===== src/khgt_ram.sv =====
// Generic single-write, single-read RAM with registered read data.
module khgt_ram #(
  parameter int WIDTH = 8,
  parameter int DEPTH = 16
) (
  input  logic                     clk,
  input  logic                     we,
  input  logic [$clog2(DEPTH)-1:0] waddr,
  input  logic [WIDTH-1:0]         wdata,
  input  logic [$clog2(DEPTH)-1:0] raddr,
  output logic [WIDTH-1:0]         rdata
);

  logic [WIDTH-1:0] mem [DEPTH];

  // Write port and registered read port.
  always_ff @(posedge clk) begin
    if (we) begin
      mem[waddr] <= wdata;
    end
    rdata <= mem[raddr];
  end

endmodule


===== config.mk =====
export PLATFORM = sky130hd
export DESIGN_NAME = khgt_ram
export DESIGN_NICKNAME = d
export VERILOG_FILES = /design/src/khgt_ram.sv
export SDC_FILE = /design/constraint.sdc
export NUM_CORES = 1
export LEC_CHECK = 0
export BUFFER_PORTS_ARGS = -buffer_cell sky130_fd_sc_hd__buf_4
export CORE_UTILIZATION = 60
export DETAILED_ROUTE_END_ITERATION = 8
export PLACE_DENSITY = 0.75
export SLEW_MARGIN = 20
export SYNTH_ARGS = -nofsm -noshare
export SYNTH_HDL_FRONTEND = slang
export SYNTH_SLANG_ARGS = --single-unit

===== constraint.sdc =====
create_clock -name clk -period 2.5 [get_ports clk]
set_input_delay 0.625 -clock clk [delete_from_list [all_inputs] [get_ports clk]]
set_output_delay 0.625 -clock clk [all_outputs]
set_load 0.01 [all_outputs]

Word-level counts from Yosys, hierarchy flattened --
Memories as Yosys holds them, arrays and structs flattened. A register that Yosys moved wholly into a read port is not among the register bits. Cells that the tools add are included.
Cells by class: $add $sub $neg 0, $mul 0, div/mod/pow operators 0, magnitude comparators 0, equality and inequality tests 0, shifts and indexed selects 0, multiplexer cells 2, bitwise gates (word level) 0, reductions and logical operators 0
Operators with widths (count):
- 1-bit 2-to-1 mux | 2
Word-level totals: register bits after elaboration 0, latch bits 0, RAM bits 128, ROM bits 0, bits of input ports 18, output and inout bits 8, word-level logic and storage cells 3, memories 1
Memories:
- mem | depth 16, width 8, rd ports 1, clocked after memory_dff 1, write ports 1, line 14 | logic [WIDTH-1:0] mem [DEPTH];

Longest topological paths before layout --
depth after elaboration 2, mapped depth 5

Worst setup path after synthesis --
No wires, ideal clock.
kind input port to flip-flop, start input waddr[2], end memory mem[0][0] (enable), data arrival time 1.735 ns, slack 0.382 ns, stages on the path 2, path buffers 0, cells stage by stage or3b_2 > nor3_1
RTL lines:
- start: declaration | line 8 | input logic [$clog2(DEPTH)-1:0] waddr,
- end: declaration | line 14
Straight into the memory's write port.

Final worst setup path --
start register rdata[0] (read register of mem), end output rdata[0]
RTL lines:
- start: declaration | line 11 | output logic [WIDTH-1:0] rdata
No word-level cell between the ends.

==> metrics.md <==
| Metric | Value |
|---|---|
| Status | complete, no violations |
| Arrival time at the worst endpoint | 1.06 ns |
| Crit-path slowest cell | dfxtp_1 |
| Simple-gate area share of the yosys netlist | 3.184% |
| Antenna-violating nets left | 0 |
| Register bit total from synthesis | 136 |
| Setup_tns | 0 ns |
| Largest family of logic cells by synthesized area | multiplexers |
| Via count | 2492 |
| DR iter-0 viols | 184 |
| Top post-synthesis cells by area | edfxtp_1, mux4_2, mux4_1 |
| CTS tree | yes |
| Final Core Density | about three quarters |
| Sequential area share after synthesis | around 78% |
| Hold_buf cts | 0 |
| Worst-path fanout max | 1 |
| WL/cell | about 25 um |
| Post-synthesis mux area share | 15.02% |
| Post-synth EDFFs | 128 |
| Ant. Diodes | 0 |
| Vias in the first global route | 2555 |
| Post-DP HPWL | 5669 um |
| Period utilisation layout | 67.42% |
| CTS sink count | between 100 and 150 |
| Global Route Usage Sum | 25.79% |
| Min Tclk post-route | 1.686 ns |
| Cell Pwr Density | ~870 mW/mm2 |
| Final Hold Fails | 0 |
| Fraction of the mapped netlist area in adder cells | 0% |
| Placer congestion estimate | ~0.74 |
| Largest delay share family, worst path | flip-flops |
| Post-DP Area | 0.005543 mm2 |
| Cells along the critical path | buf_4 |
| Synth Cell Area | 0.005147 mm2 |
| Req. time, crit path | 1.88 ns |
| Max IR drop VDD | 0.0005878 V |
| Slew HR | 70.93% |
| Input/output buffers | 25 |
| Top_reg_cell synth | edfxtp_1 |
| Max stage delay on crit path | 0.40 ns |
| Yosys cell types | 19 |
| Number of setup buffers added after CTS | 0 |
| Final Slew Violations | 0 |
| Die area | 0.008954 mm2 |
| Worst-Skew Late Latency | slightly above 0.5 ns |
| Fin area | 0.006143 mm2 |
| Routed WL | 10170 um |
| FP Rows | 33 |
| I/O pins | 26 |
| Worst-margin pin slew | 0.4360 ns |
| CTS buffer count | 17 |
| Post-cts sizing count | 0 |
| Initial Util | 62.33% |
| Worst min-delay path class | input pin to flip-flop |
| CP bufs+invs | 1 |
| Mean post-synth cell area | roughly 22 um2 |
| Die X | 94.63 um |
| First-pass GRT wire length | approximately 15000 um |
| RSZ-0062 raised after global routing | false |
| First drt pass iteration count | 4 |
| Clock transition at path regs | 0.06 ns |
| Most frequent cell after synthesis | edfxtp_1 |
| Post-Synth XOR/XNOR Area | 0% |
| Type of origin of the critical path | flip-flop |
| Leakage power | 2.110 nW |
| Area fraction in compound gates after synthesis | 2.333% |
| Initial antenna violation count | 0 |
| CTS root buf | clkbuf_8 |
| Worst Setup End Kind | primary output |
| Area Growth Syn to Fin | 19.35% |
| Max Root-Sink Buffers | 2 |
| Share of cells above drive strength 1 | 31.42% |
| Worst clock skew | 0.006657 ns |
| Pin count of the biggest net entering global routing | 33 |
| Area leader, netlist | edfxtp_1 |
| YS warnings | 0 |
| Max_cap viols | 0 |
| Asr flop ratio synth | 0% |
| Chip Height | around 95 um |
| FMAX | 593.3 MHz |
| Core ar. | 0.008258 mm2 |
| Fill cell total of the finished layout | between 400 and 500 |
| Post-synth top cells | edfxtp_1, mux4_2, a22oi_1 |
| Post-route DRC | 0 |
| H-tree depth | 4 |
| Final Setup Violations | 0 |
| Post-layout net count | between 300 and 400 |
| Cells after Synth | 229 |
| DR vias/cell | 6.214 |
| Setup Crit Path Kind | flip-flop to primary output |
| Mapped Nets | 247 |
| Gr ovfl total | 0 |
| Yosys top cell area share | 74.67% |
[area by class of cell]
class	instances	area, um2	share of cell area (%)
clock buffer	19	421.7	6.864
sequential	136	4004	65.17
tap	105	131.4	2.138
timing repair buffer	45	350.3	5.703
clock inverter	13	178.9	2.912
multi-input combinational	83	1057	17.21
[cells in the final DEF, fill, tap and decap left out, drive strengths merged, types with 2 or more instances in the layout]
cell and n:
clkinvlp 3, clkbuf 19, nor3 4, nand2 9, dfxtp 8, nand3b 2
buf 45, nand2b 2, bufinv 4, clkinv 6, a22oi 16, mux4 32
nor2 13, edfxtp 128
[where the power goes]
| part | switching (mW) | internal (mW) |
|---|---|---|
| Sequential | 0.0197 | 2.55 |
| Combinational | 0.134 | 0.118 |
| Clock | 0.918 | 1.61 |
[per-layer routing]
layer  part of all wire (%)  global-route usage (%)  up-vias
li1                       -                       -     1080
met1                     39                   33.47     1266
met2                     50                   40.11      126
met4                    3.0                   14.02        0
met3                    8.7                   7.005       20
met5                      0                       0        -
[registers in the layout (all words and copies together) (netlist names)]
name	flops
mem	128
rdata	8
[worst paths after layout]
check / slack (ns) / to / start / depth (start not counted)
worst min register to register: 0.68 / rdata[3] / mem[4][3] / 3
worst min-delay path: 0.41 / mem[14][7] / wdata[7] / 1
worst max register to register: 1.01 / rdata[4] / mem[8][4] / 3
worst max-delay path: 0.81 / rdata[0] / rdata[0] / 1
[worst register-to-register path, delay by kind of cell (launching register included)]
family / cells / cell delay (ns)
AO/OA/AOI/OAI: 1 / 0.34
multiplexers: 1 / 0.55
AND/OR/NAND/NOR: 1 / 0.10
flip-flops: 1 / 0.38
[stage by stage]
step	cells	worst slack (ns)	power, mW	hold WS, ns
finish	401	0.8144	5.351	0.4057
global route	401	0.8131	5.478	0.4048
CTS	401	0.8107	5.372	0.3954
detailed placement	369	0.3576	2.863	0.6637
global placement	369	0.4231	2.855	0.6560
floorplan	229	0.3821	2.744	0.6293
[cell families (layout without fill, tap and decap cells)]
kind of cell    Yosys count  after routing
flops                   136            136
compound gates           16             16
buf+inv                  10             77
mux                      32             32
simple gates             35             35
Power figures use the tool's default switching activity.
