### config.mk
export PLATFORM = sky130hd
export DESIGN_NAME = khgt_hash
export DESIGN_NICKNAME = d
export VERILOG_FILES = /design/src/khgt_pkg.sv /design/src/khgt_hash.sv
export SDC_FILE = /design/constraint.sdc
export NUM_CORES = 1
export LEC_CHECK = 0
export ABC_AREA = 0
export BUFFER_PORTS_ARGS = -buffer_cell sky130_fd_sc_hd__buf_2
export CELL_PAD_IN_SITES_DETAIL_PLACEMENT = 0
export CELL_PAD_IN_SITES_GLOBAL_PLACEMENT = 1
export CORE_ASPECT_RATIO = 0.5
export CORE_MARGIN = 1
export CORE_UTILIZATION = 39
export CTS_BUF_LIST = sky130_fd_sc_hd__clkbuf_2 sky130_fd_sc_hd__clkbuf_4 sky130_fd_sc_hd__clkbuf_8
export DETAILED_ROUTE_END_ITERATION = 8
export GPL_ROUTABILITY_DRIVEN = 0
export GPL_TIMING_DRIVEN = 1
export PLACE_DENSITY_LB_ADDON = 0.1
export SETUP_SLACK_MARGIN = 0.15
export SLEW_MARGIN = 30
export SYNTH_ARGS = -nofsm -noshare
export SYNTH_HDL_FRONTEND = slang
export SYNTH_SLANG_ARGS = --single-unit
### constraint.sdc
create_clock -name clk -period 8.2 [get_ports clk]
set_input_delay 1.64 -clock clk [delete_from_list [all_inputs] [get_ports clk]]
set_output_delay 1.64 -clock clk [all_outputs]
set_load 0.05 [all_outputs]
### src/khgt_pkg.sv
// Shared types, codes and constants of the k-mer graph table.
package khgt_pkg;

  localparam int TABLE_ENTRIES_DEF   = 1024;
  localparam int DIRECTORY_SLOTS_DEF = 2048;
  localparam int ALPHABET_SIZE       = 4;
  localparam int BITS_PER_CHAR       = 2;

  localparam int WORD_W     = 64;
  localparam int CHAR_W     = BITS_PER_CHAR;
  localparam int FLAG_W     = ALPHABET_SIZE + 1;
  localparam int MAX_K      = WORD_W / BITS_PER_CHAR;
  localparam int SHIFT_W    = 7;
  localparam int KLEN_W     = 6;
  localparam int KLEN_RESET = 31;
  localparam int NODE_W     = 13;
  localparam int DEG_W      = 3;
  localparam int LEFT_W     = $clog2(ALPHABET_SIZE + 1);
  localparam int IN_DATA_W  = 80;
  localparam int OUT_DATA_W = 16;

  localparam logic [WORD_W-1:0] CHAR_MASK = WORD_W'((1 << BITS_PER_CHAR) - 1);
  localparam logic [WORD_W-1:0] HASH_MUL  = 64'h9E37_79B9_7F4A_7C15;
  localparam logic [FLAG_W-1:0] SRC_BIT   = FLAG_W'(1) << ALPHABET_SIZE;

  typedef enum logic [1:0] {
    KIND_INSERT = 2'd0,
    KIND_LOOKUP = 2'd1,
    KIND_OUTDEG = 2'd2
  } kind_t;

  typedef enum logic [1:0] {
    STAT_NEW   = 2'd0,
    STAT_FOUND = 2'd1,
    STAT_MISS  = 2'd2,
    STAT_FULL  = 2'd3
  } status_t;

  typedef enum logic [3:0] {
    ST_CLEAR,
    ST_IDLE,
    ST_NODE_CHK,
    ST_HASH,
    ST_DIR_RD,
    ST_DIR_CHK,
    ST_PREF_CHK,
    ST_INSERT,
    ST_EMIT
  } state_t;

endpackage

### src/khgt_hash.sv
// Multiplicative hash of a 64-bit prefix, one 32x32 multiplier used three times.
module khgt_hash #(
  parameter int DIRECTORY_SLOTS = khgt_pkg::DIRECTORY_SLOTS_DEF
) (
  input  logic                               clk,
  input  logic                               rst_n,
  input  logic                               start,
  input  logic [khgt_pkg::WORD_W-1:0]        key,
  output logic                               done,
  output logic [$clog2(DIRECTORY_SLOTS)-1:0] slot
);
  import khgt_pkg::*;

  localparam int SLOT_W = $clog2(DIRECTORY_SLOTS);

  logic              busy_r, busy_nxt;
  logic [1:0]        step_r, step_nxt;
  logic [WORD_W-1:0] key_r;
  logic [63:0]       prod_r;
  logic [31:0]       acc_r, acc_nxt;
  logic [31:0]       mul_a, mul_b;
  logic [31:0]       sum;

  // Operand selection: low x low, low x high, high x low.
  always_comb begin
    case (step_r)
      2'd0: begin
        mul_a = key_r[31:0];
        mul_b = HASH_MUL[31:0];
      end
      2'd1: begin
        mul_a = key_r[31:0];
        mul_b = HASH_MUL[63:32];
      end
      default: begin
        mul_a = key_r[63:32];
        mul_b = HASH_MUL[31:0];
      end
    endcase
  end

  // Accumulate bits 63:32 of the 64-bit product.
  always_comb begin
    busy_nxt = busy_r;
    step_nxt = step_r;
    acc_nxt  = acc_r;
    if (start) begin
      busy_nxt = 1'b1;
      step_nxt = 2'd0;
    end else if (busy_r) begin
      step_nxt = step_r + 2'd1;
      case (step_r)
        2'd1:    acc_nxt = prod_r[63:32];
        2'd2:    acc_nxt = acc_r + prod_r[31:0];
        2'd3:    busy_nxt = 1'b0;
        default: acc_nxt = acc_r;
      endcase
    end
  end

  assign sum  = acc_r + prod_r[31:0];
  assign done = busy_r && (step_r == 2'd3);
  assign slot = sum[SLOT_W-1:0];

  // Control registers.
  always_ff @(posedge clk) begin
    if (!rst_n) begin
      busy_r <= 1'b0;
      step_r <= 2'd0;
    end else begin
      busy_r <= busy_nxt;
      step_r <= step_nxt;
    end
  end

  // Datapath registers, the product registered before it is added.
  always_ff @(posedge clk) begin
    if (start) begin
      key_r <= key;
    end
    prod_r <= mul_a * mul_b;
    acc_r  <= acc_nxt;
  end

endmodule

Yosys cells after proc, flatten, opt, wreduce, memory -nomap -nowiden
Index checks and enable logic that the tools add are counted.
Operators by class
  add/sub/neg operators: 2
  multipliers: 1
  equality and inequality tests: 3
  mux-type cells: 6
  bitwise operators: 2
  reduce and logical (&&, ||, !) cells: 6
Operator list (count)
  $mul A32 B32 Y64: 1
  $mux W32: 2
  $pmux W32 S2: 1
  $add A32 B32 Y32: 1
  $eq A2 B2 Y1 const B: 2
  $reduce_or A2 Y1: 2
  $mux W1: 3
  $reduce_and A3 Y1: 1
  $add A2 B1 Y2 const B: 1
  $eq A2 B1 Y1 const B: 1
  $logic_not A2 Y1: 1
  $not A1 Y1: 2
  $reduce_bool A2 Y1: 1
  $logic_and A1 B1 Y1: 1
Word-level totals
  flip-flop bits (word level): 163
  bits of input ports: 67
  output and inout port bits: 12

Depth between registers and ports, before layout
Gate-level depths: netlist of run 1.
  depth in word-level cells: 4
  depth in mapped cells: 31
  depth with buffers taken out: 28

Worst setup path before layout of run 1
OpenSTA, ideal clock, no wires.
  kind: register to register
  from: reg step_r[0]
  to: reg prod_r[40]
  arrival time: 7.948 ns
  data required time: 8.080 ns
  path slack: 0.132 ns
  stages on the path, launching flop included: 28
  path buffers: 3
  period minus slack after synthesis: 8.068 ns
  path through: dfxtp_1 inv_1 ha_1 buf_4 nor2_4 buf_2 buf_2 mux2i_1 inv_1 fa_1 inv_1 fa_1 fa_1 fa_1 inv_1 fa_1 fa_1 fa_1 inv_1 fa_1 inv_1 ha_1 a21o_1 a21o_1 a221o_1 a311o_1 a31o_1 a211o_1
On the way
  cells in the longest elaborated chain, start to end: 4
  elaborated cells on any way between the ends: 6
  those cells by class: mul: 1; eq/ne: 1; mux: 2; reduce/logical: 2
Ends and longest elaborated chain
  start: declaration: line khgt_hash.sv:17  | logic [1:0] step_r, step_nxt;
  start signal: assignment: line khgt_hash.sv:72  | step_r <= step_nxt;
  $eq A2 B1 Y1 or $logic_not A2 Y1 (tied branches): line khgt_hash.sv:26  | case (step_r)
  $reduce_or A2 Y1 (no line)
  $mux W32: line khgt_hash.sv:26
  $mul A32 B32 Y64 (*): line khgt_hash.sv:81  | prod_r <= mul_a * mul_b;
  end signal: assignment: line khgt_hash.sv:81
  end: declaration: line khgt_hash.sv:19  | logic [63:0] prod_r;
Every way passes the cells marked *; elsewhere a longest branch is shown, timed or not.
A chain may end at the register's enable or synchronous reset.

Final worst setup path of run 1
Same ends and word-level chain as after synthesis.

==> metrics.md, run 1 <==
| Metric | Value |
|---|---|
| Synth Instances | roughly 2,200 |
| Top cells by area, synth | fa_1, ha_1, inv_1 |
| Largest net degree at the start of global routing | 56 |
| Synth top cells by count | inv_1, fa_1, ha_1, xnor2_1, edfxtp_1 |
| Slew Limit Fails | 0 |
| Fin. Hold Viols | 0 |
| Netlist cell types | between 60 and 70 |
| Min cycle time layout | 7800 ps |
| Fin nets | around 3,200 |
| Initial Utilization | 39.9% |
| Worst Skew | 36.5 ps |
| Crit path from | step_r[0] |
| Max clock buf depth | 2 |
| FFs w/ async S/R, synth | 0% |
| Drt wl/cell | approximately 23 µm |
| Internal reg-to-reg setup slack | about 400 ps |
| Number of global-route vias before repair | 16,309 |
| Total grt overflow | 0 |
| Most frequent cell after synthesis | inv_1 |
| Critical Path AT | slightly above 8000 ps |
| CTS clk-pin slew, worst paths | roughly 130 ps |
| Cts hold-fix bufs | 0 |
| R2r endpoint | prod_r[40] |
| Core Area | about 0.056 mm² |
| Setup TNS | 0 ps |
| R2R Path Start | step_r[0] |
| Sequential area share after synthesis | approximately an eighth |
| Skew-Pair Late Insertion Delay | approximately 530 ps |
| Crit end category | register |
| RSZ-0062 raised after global routing | true |
| WHS Path Cells | 2 |
| Fin crit share | between 90% and 100% |
| Initial antenna violation count | 1 |
| CP Data Required Time | 8640 ps |
| Full die area | between 0.05 and 0.06 mm² |
| TritonCTS Buffers | 9 |
| Ports | around 80 |
| First-pass GRT wire length | about 100,000 µm |
| Max Freq | roughly 0.13 GHz |
| Hold Crit Start | step_r[1] |
| Hold endpoint | step_r[1] |
| Post-route ant nets | 0 |
| Number of flops mapped to enable cells by yosys | 75 |
| Port buffer count | 78 |
| Die Y | 171 µm |
| DRT Wirelength | about 71,000 µm |
| Outcome | finished, final reports clean |
| Clk sink count | 100 |
| Vias | 14,903 |
| Worst R2R Path Depth | 25 |
| Area Growth Syn to Fin | 11.2% |
| Yosys Warn Count | 0 |
| Syn_area_per_cell | ~10 µm² |
| Critical path fanouts, max | 11 |
| Cell Area, Synth | 0.0224 mm² |
| Top-area cell type share of the netlist area | between 30% and 40% |
| Measured slew at the worst slew-check pin | about 750 ps |
| Yosys top cell by area | fa_1 |
| Post-DP HPWL | 63,300 µm |
| Detailed-router iteration count before antenna repair | 5 |
| Detailed-route DRC error count | 0 |
| Gr usage total | approximately a quarter |
| Ys flop type | edfxtp_1 |
| Post-DR vias/cell | 4.79 |
| CTS tree | yes |
| Share of layout cells above drive strength 1 | 11.1% |
| Max-cap violations | 0 |
| Initial drt markers | slightly above 1,000 |
| # rows | between 60 and 70 |
| Number of diodes | 0 |
| Worst setup SP type | register |
| Root Buffer | clkbuf_8 |
| # setup viols final | 0 |
| Width of the chip | between 300 and 400 µm |
| #FFs+latches synth | 100 |
| Hold Path Class | register to register |
| H-Tree Depth | 3 |
| Critical path class | register to register |
| Slew HR | between 40% and 50% |
==> registers in the layout (all words and copies together) (netlist names) <==
name,cells
acc_r,11
key_r,64
busy_r,1
prod_r,22
step_r,2
==> worst max-delay path by stage <==
stage,endpoint,cells after the start,slack (ps)
2_1_floorplan,prod_r[40],27,210
6_report,prod_r[40],25,400
3_5_place_dp,prod_r[40],27,70
5_1_grt,prod_r[40],26,130
4_1_cts,prod_r[40],26,150
3_3_place_gp,prod_r[40],27,170
==> critical path, cell delays in order (launching register included) <==
cell and delay (ps):
dfxtp_4 370, buf_4 140, ha_4 170, nor2_4 180, buf_12 190, buf_12 180, mux2i_2 280, buf_12 180
inv_1 70, buf_4 150, ha_1 310, inv_1 60, fa_1 520, inv_1 60, fa_1 680, fa_1 480
fa_1 520, fa_1 430, fa_1 510, fa_1 430, ha_1 330, o2111a_1 250, a221o_1 320, a311o_1 410
a31o_1 230, a211o_1 250
==> kinds of logic (layout without fill, tap and decap cells) <==
logic type / after synthesis / after routing / synth area share [%]
compound gates: 228 / 228 / 6.58
mux: 55 / 55 / 2.57
other cells: 2 / 31 / 0.0336
buf+inv: 707 / 836 / 12.0
fa+ha+maj: 755 / 755 / 57.2
xor+xnor: 112 / 112 / 4.38
simple gates: 240 / 240 / 5.00
flops: 100 / 100 / 12.3
==> metrics by stage <==
stage               utilization (%)  std cells  area [µm²]  hold WS, ps  worst slack, ps
floorplan                         -       2228       22500          478              208
global placement               43.2       3080       24200          502              172
detailed placement             43.2       3080       24200          514             65.6
CTS                            43.6       3096       24400          532              147
global route                   44.3       3113       24900          524              130
finish                         44.3       3113       24900          491              405
==> metal layers <==
layer	global-route usage [%]	up-vias	wire, µm
li1	-	6992	-
met1	36.6	7417	33900
met2	37.0	413	28500
met3	7.45	79	6000
met4	8.27	2	2250
met5	1.50	-	117
==> cells in the final DEF, fill, tap and decap left out, types with 8 or more instances in the layout <==
cell	instances
buf_4	78
clkbuf_8	9
nor2_1	71
nand3_1	14
mux2i_2	9
and2_1	14
buf_12	9
ha_1	306
inv_2	10
mux2_2	14
fa_1	440
nor2b_1	8
buf_2	77
nor3_1	11
xor2_1	23
xnor2_1	85
inv_1	637
o21bai_1	11
a21oi_1	46
nand2_1	72
dfxtp_1	23
o21ai_0	59
a22oi_1	11
conb_1	31
edfxtp_1	75
and3_1	15
nand2b_1	13
a21o_1	48
mux2i_1	26
==> final cells by class <==
| cell class | instances | area (µm²) |
|---|---|---|
| clock inverters | 6 | 47.5 |
| multi-input cells | 1421 | 17300 |
| inverters | 650 | 2440 |
| clock buffers | 10 | 131 |
| fillers | 5460 | 31200 |
| well taps | 756 | 946 |
| flip-flops and latches | 100 | 2760 |
| repair buffers | 170 | 1260 |
==> what timing repair did <==
action | CTS | global route
resized for setup | 2 | 69
pin swaps | 0 | 9
buffers inserted | 0 | 15
endpoints found under the setup margin | 3 | 10
gates cloned | 0 | 2
Power of run 1 is left out: the tool's default activity adds up to more than one toggle a clock period on the data nets, which glitch-free logic cannot reach.
==> run 2, diff against run 1 <==
CORE_UTILIZATION = 48   (was 39)
==> run 2 against run 1 <==
Final cell count shrank 4.7%. First-iteration DRC count up 23%. Largest cell class unchanged. Worst hold slack improved by 75 ps. Clock skew is 12 ps lower. Critical path type unchanged. Utilization up 9.8 points.
==> metrics.md, run 2 (synthesis results as in run 1) <==
| Metric | Value |
|---|---|
| Width of the chip | 307 µm (-9.8%) |
| Full die area | 0.0475 mm² (-19%) |
| Hold Path Class | register to register |
| Largest net degree at the start of global routing | 75 (+34%) |
| Clk sink count | 100 (unchanged) |
| Placed cells | 2,936 (-4.7%) |
| Commonest non-fill, non-tap cell in the layout | inv_1 |
| # rows | 55 (-9.8%) |
| Initial Utilization | 49.1% (+9.2 points) |
| CP peak stage delay | 600 ps (-80 ps) |
| First-pass GRT wire length | 102,000 µm (-3.1%) |
| Fin cells | 2,968 (-4.7%) |
| # setup viols final | 0 (unchanged) |
| Total grt overflow | 0 (unchanged) |
| Fin nets | 3,158 (-0.50%) |
| Setup TNS | 0 ps (unchanged) |
| Number of global-route vias before repair | 16,254 (-0.34%) |
| Initial antenna violation count | 2 (+1) |
| Cts hold-fix bufs | 0 (unchanged) |
| Worst setup SP type | register |
| Crit-path leading delay family | adder cells |
| Commonest non-fill, non-tap cells in the layout | inv_1, fa_1, ha_1 |
| DRT Wirelength | 68,000 µm (-3.9%) |
| Max reg flops | 64 (unchanged) |
| Critical Path AT | 8220 ps (about the same) |
| Drt wl/cell | 22.9 µm (+0.75%) |
| Worst Skew | 24.8 ps (-11.7 ps) |
| Max Freq | 0.127 GHz (-0.74%) |
| Post-DR vias/cell | 5.16 (+7.8%) |
| Critical path fanouts, max | 7 (-4) |
| Max-cap violations | 0 (unchanged) |
| Detailed-router iteration count before antenna repair | 5 (unchanged) |
| Port buffer count | 78 (unchanged) |
| Post-Place Cell Area | 0.0239 mm² (-1.3%) |
| Largest regs | key_r: 64 flops, prod_r: 22 flops, acc_r: 11 flops |
| Die Y | 155 µm (-9.7%) |
| CP Data Required Time | 8560 ps (-80 ps) |
| Gr usage total | 29.9% (+4.3 points) |
| Outcome | finished, final reports clean |
| Skew-Pair Late Insertion Delay | 460 ps (-70 ps) |
| Slew HR | 54.5% (+4.8 points) |
| Slowest cell on the critical path | fa_1 |
| Post-route ant nets | 0 (unchanged) |
| Core Area | 0.0456 mm² (-19%) |
| Worst Path Buf+Inv | 8 (unchanged) |
| Final Instance Area | 0.0247 mm² (-0.83%) |
| CTS clk-pin slew, worst paths | 130 ps (about the same) |
| Top cell by count, worst path | fa_1 |
| Area Growth Syn to Fin | 10.3% |
| Root Buffer | clkbuf_8 |
| Detailed-route DRC error count | 0 (unchanged) |
| Crit end category | register |
| Share of layout cells above drive strength 1 | 10.9% (-0.18 points) |
| Vias | 15,316 (+2.8%) |
| Post-DP HPWL | 59,700 µm (-5.6%) |
| RSZ-0062 raised after global routing | true |
| Max clock buf depth | 2 (unchanged) |
| Critical path class | register to register |
| Measured slew at the worst slew-check pin | 675 ps (-78.8 ps) |
| Number of diodes | 0 (unchanged) |
| CTS tree | yes |
| Min cycle time layout | 7850 ps (+57.9 ps) |
| Fin. Hold Viols | 0 (unchanged) |
| TritonCTS Buffers | 9 (unchanged) |
| H-Tree Depth | 3 (unchanged) |
| Initial drt markers | 1,243 (+23%) |
| Ports | 79 (unchanged) |
| Slew Limit Fails | 0 (unchanged) |
| Fin crit share | 95.8% (+0.71 points) |
| Largest register by flop count | key_r |
[run 2: changes by cell type in the layout (fill, tap and decap cells not counted), sizes merged]
cell / before / now
clkinvlp: 2 / 1
bufinv: 0 / 2
buf: 168 / 152
clkinv: 5 / 4
[run 2: per-layer routing]
layer	wire [µm]	track usage [%]	part of all wire (%)
met1	32300	44.7	48
met2	28500	44.4	42
met3	5900	6.81	8.7
met4	1320	5.95	1.9
met5	0	0	0
[run 2: worst paths after layout]
path	start	end	slack, ps	cells after the start
setup / recovery	step_r[0]	prod_r[40]	350	27
hold / removal	prod_r[32]	acc_r[0]	570	1
setup reg to reg	step_r[0]	prod_r[40]	350	27
hold reg to reg	prod_r[32]	acc_r[0]	570	1
[run 2: cell type report]
class | instances | area (µm²)
clock buffer | 10 | 138
sequential | 100 | 2760
clock inverter | 6 | 95.1
tap | 627 | 785
inverter | 650 | 2450
multi-input combinational | 1421 | 17300
timing repair buffer | 154 | 1100
fill | 4210 | 20900
[run 2: through the flow]
| stage | util [%] | setup WS [ps] | hold slack [ps] |
|---|---|---|---|
| final | 54.2 | 347 | 566 |
| after detailed placement | 52.5 | 41.2 | 539 |
| after global placement | 52.5 | 133 | 499 |
| after global routing | 54.2 | 109 | 582 |
| after CTS | 53.1 | 131 | 557 |
| after floorplan | - | 208 | 478 |
[run 2: worst register-to-register path: stages, from the launching register on]
cell and delay [ps]:
dfxtp_4 360, buf_4 140, ha_4 180, nor2_4 100
buf_12 150, clkbuf_16 230, mux2i_2 270, buf_4 190
o21ai_0 140, ha_1 370, inv_1 60, fa_1 520
inv_1 50, fa_1 490, fa_1 540, fa_1 600
fa_1 440, fa_1 510, inv_1 50, fa_1 470
inv_1 60, ha_4 240, a21o_1 150, a21o_1 160
a221o_1 350, a311o_2 440, a31o_1 230, a211o_1 260
[run 2: repair_timing]
item / CTS / global route
gates cloned: 0 / 3
setup endpoints to repair: 4 / 11
setup buffers: 0 / 13
pin swaps: 0 / 12
resized for setup: 7 / 82
hold endpoints to repair: 0 / 0
Power of run 2 is left out for the same reason.
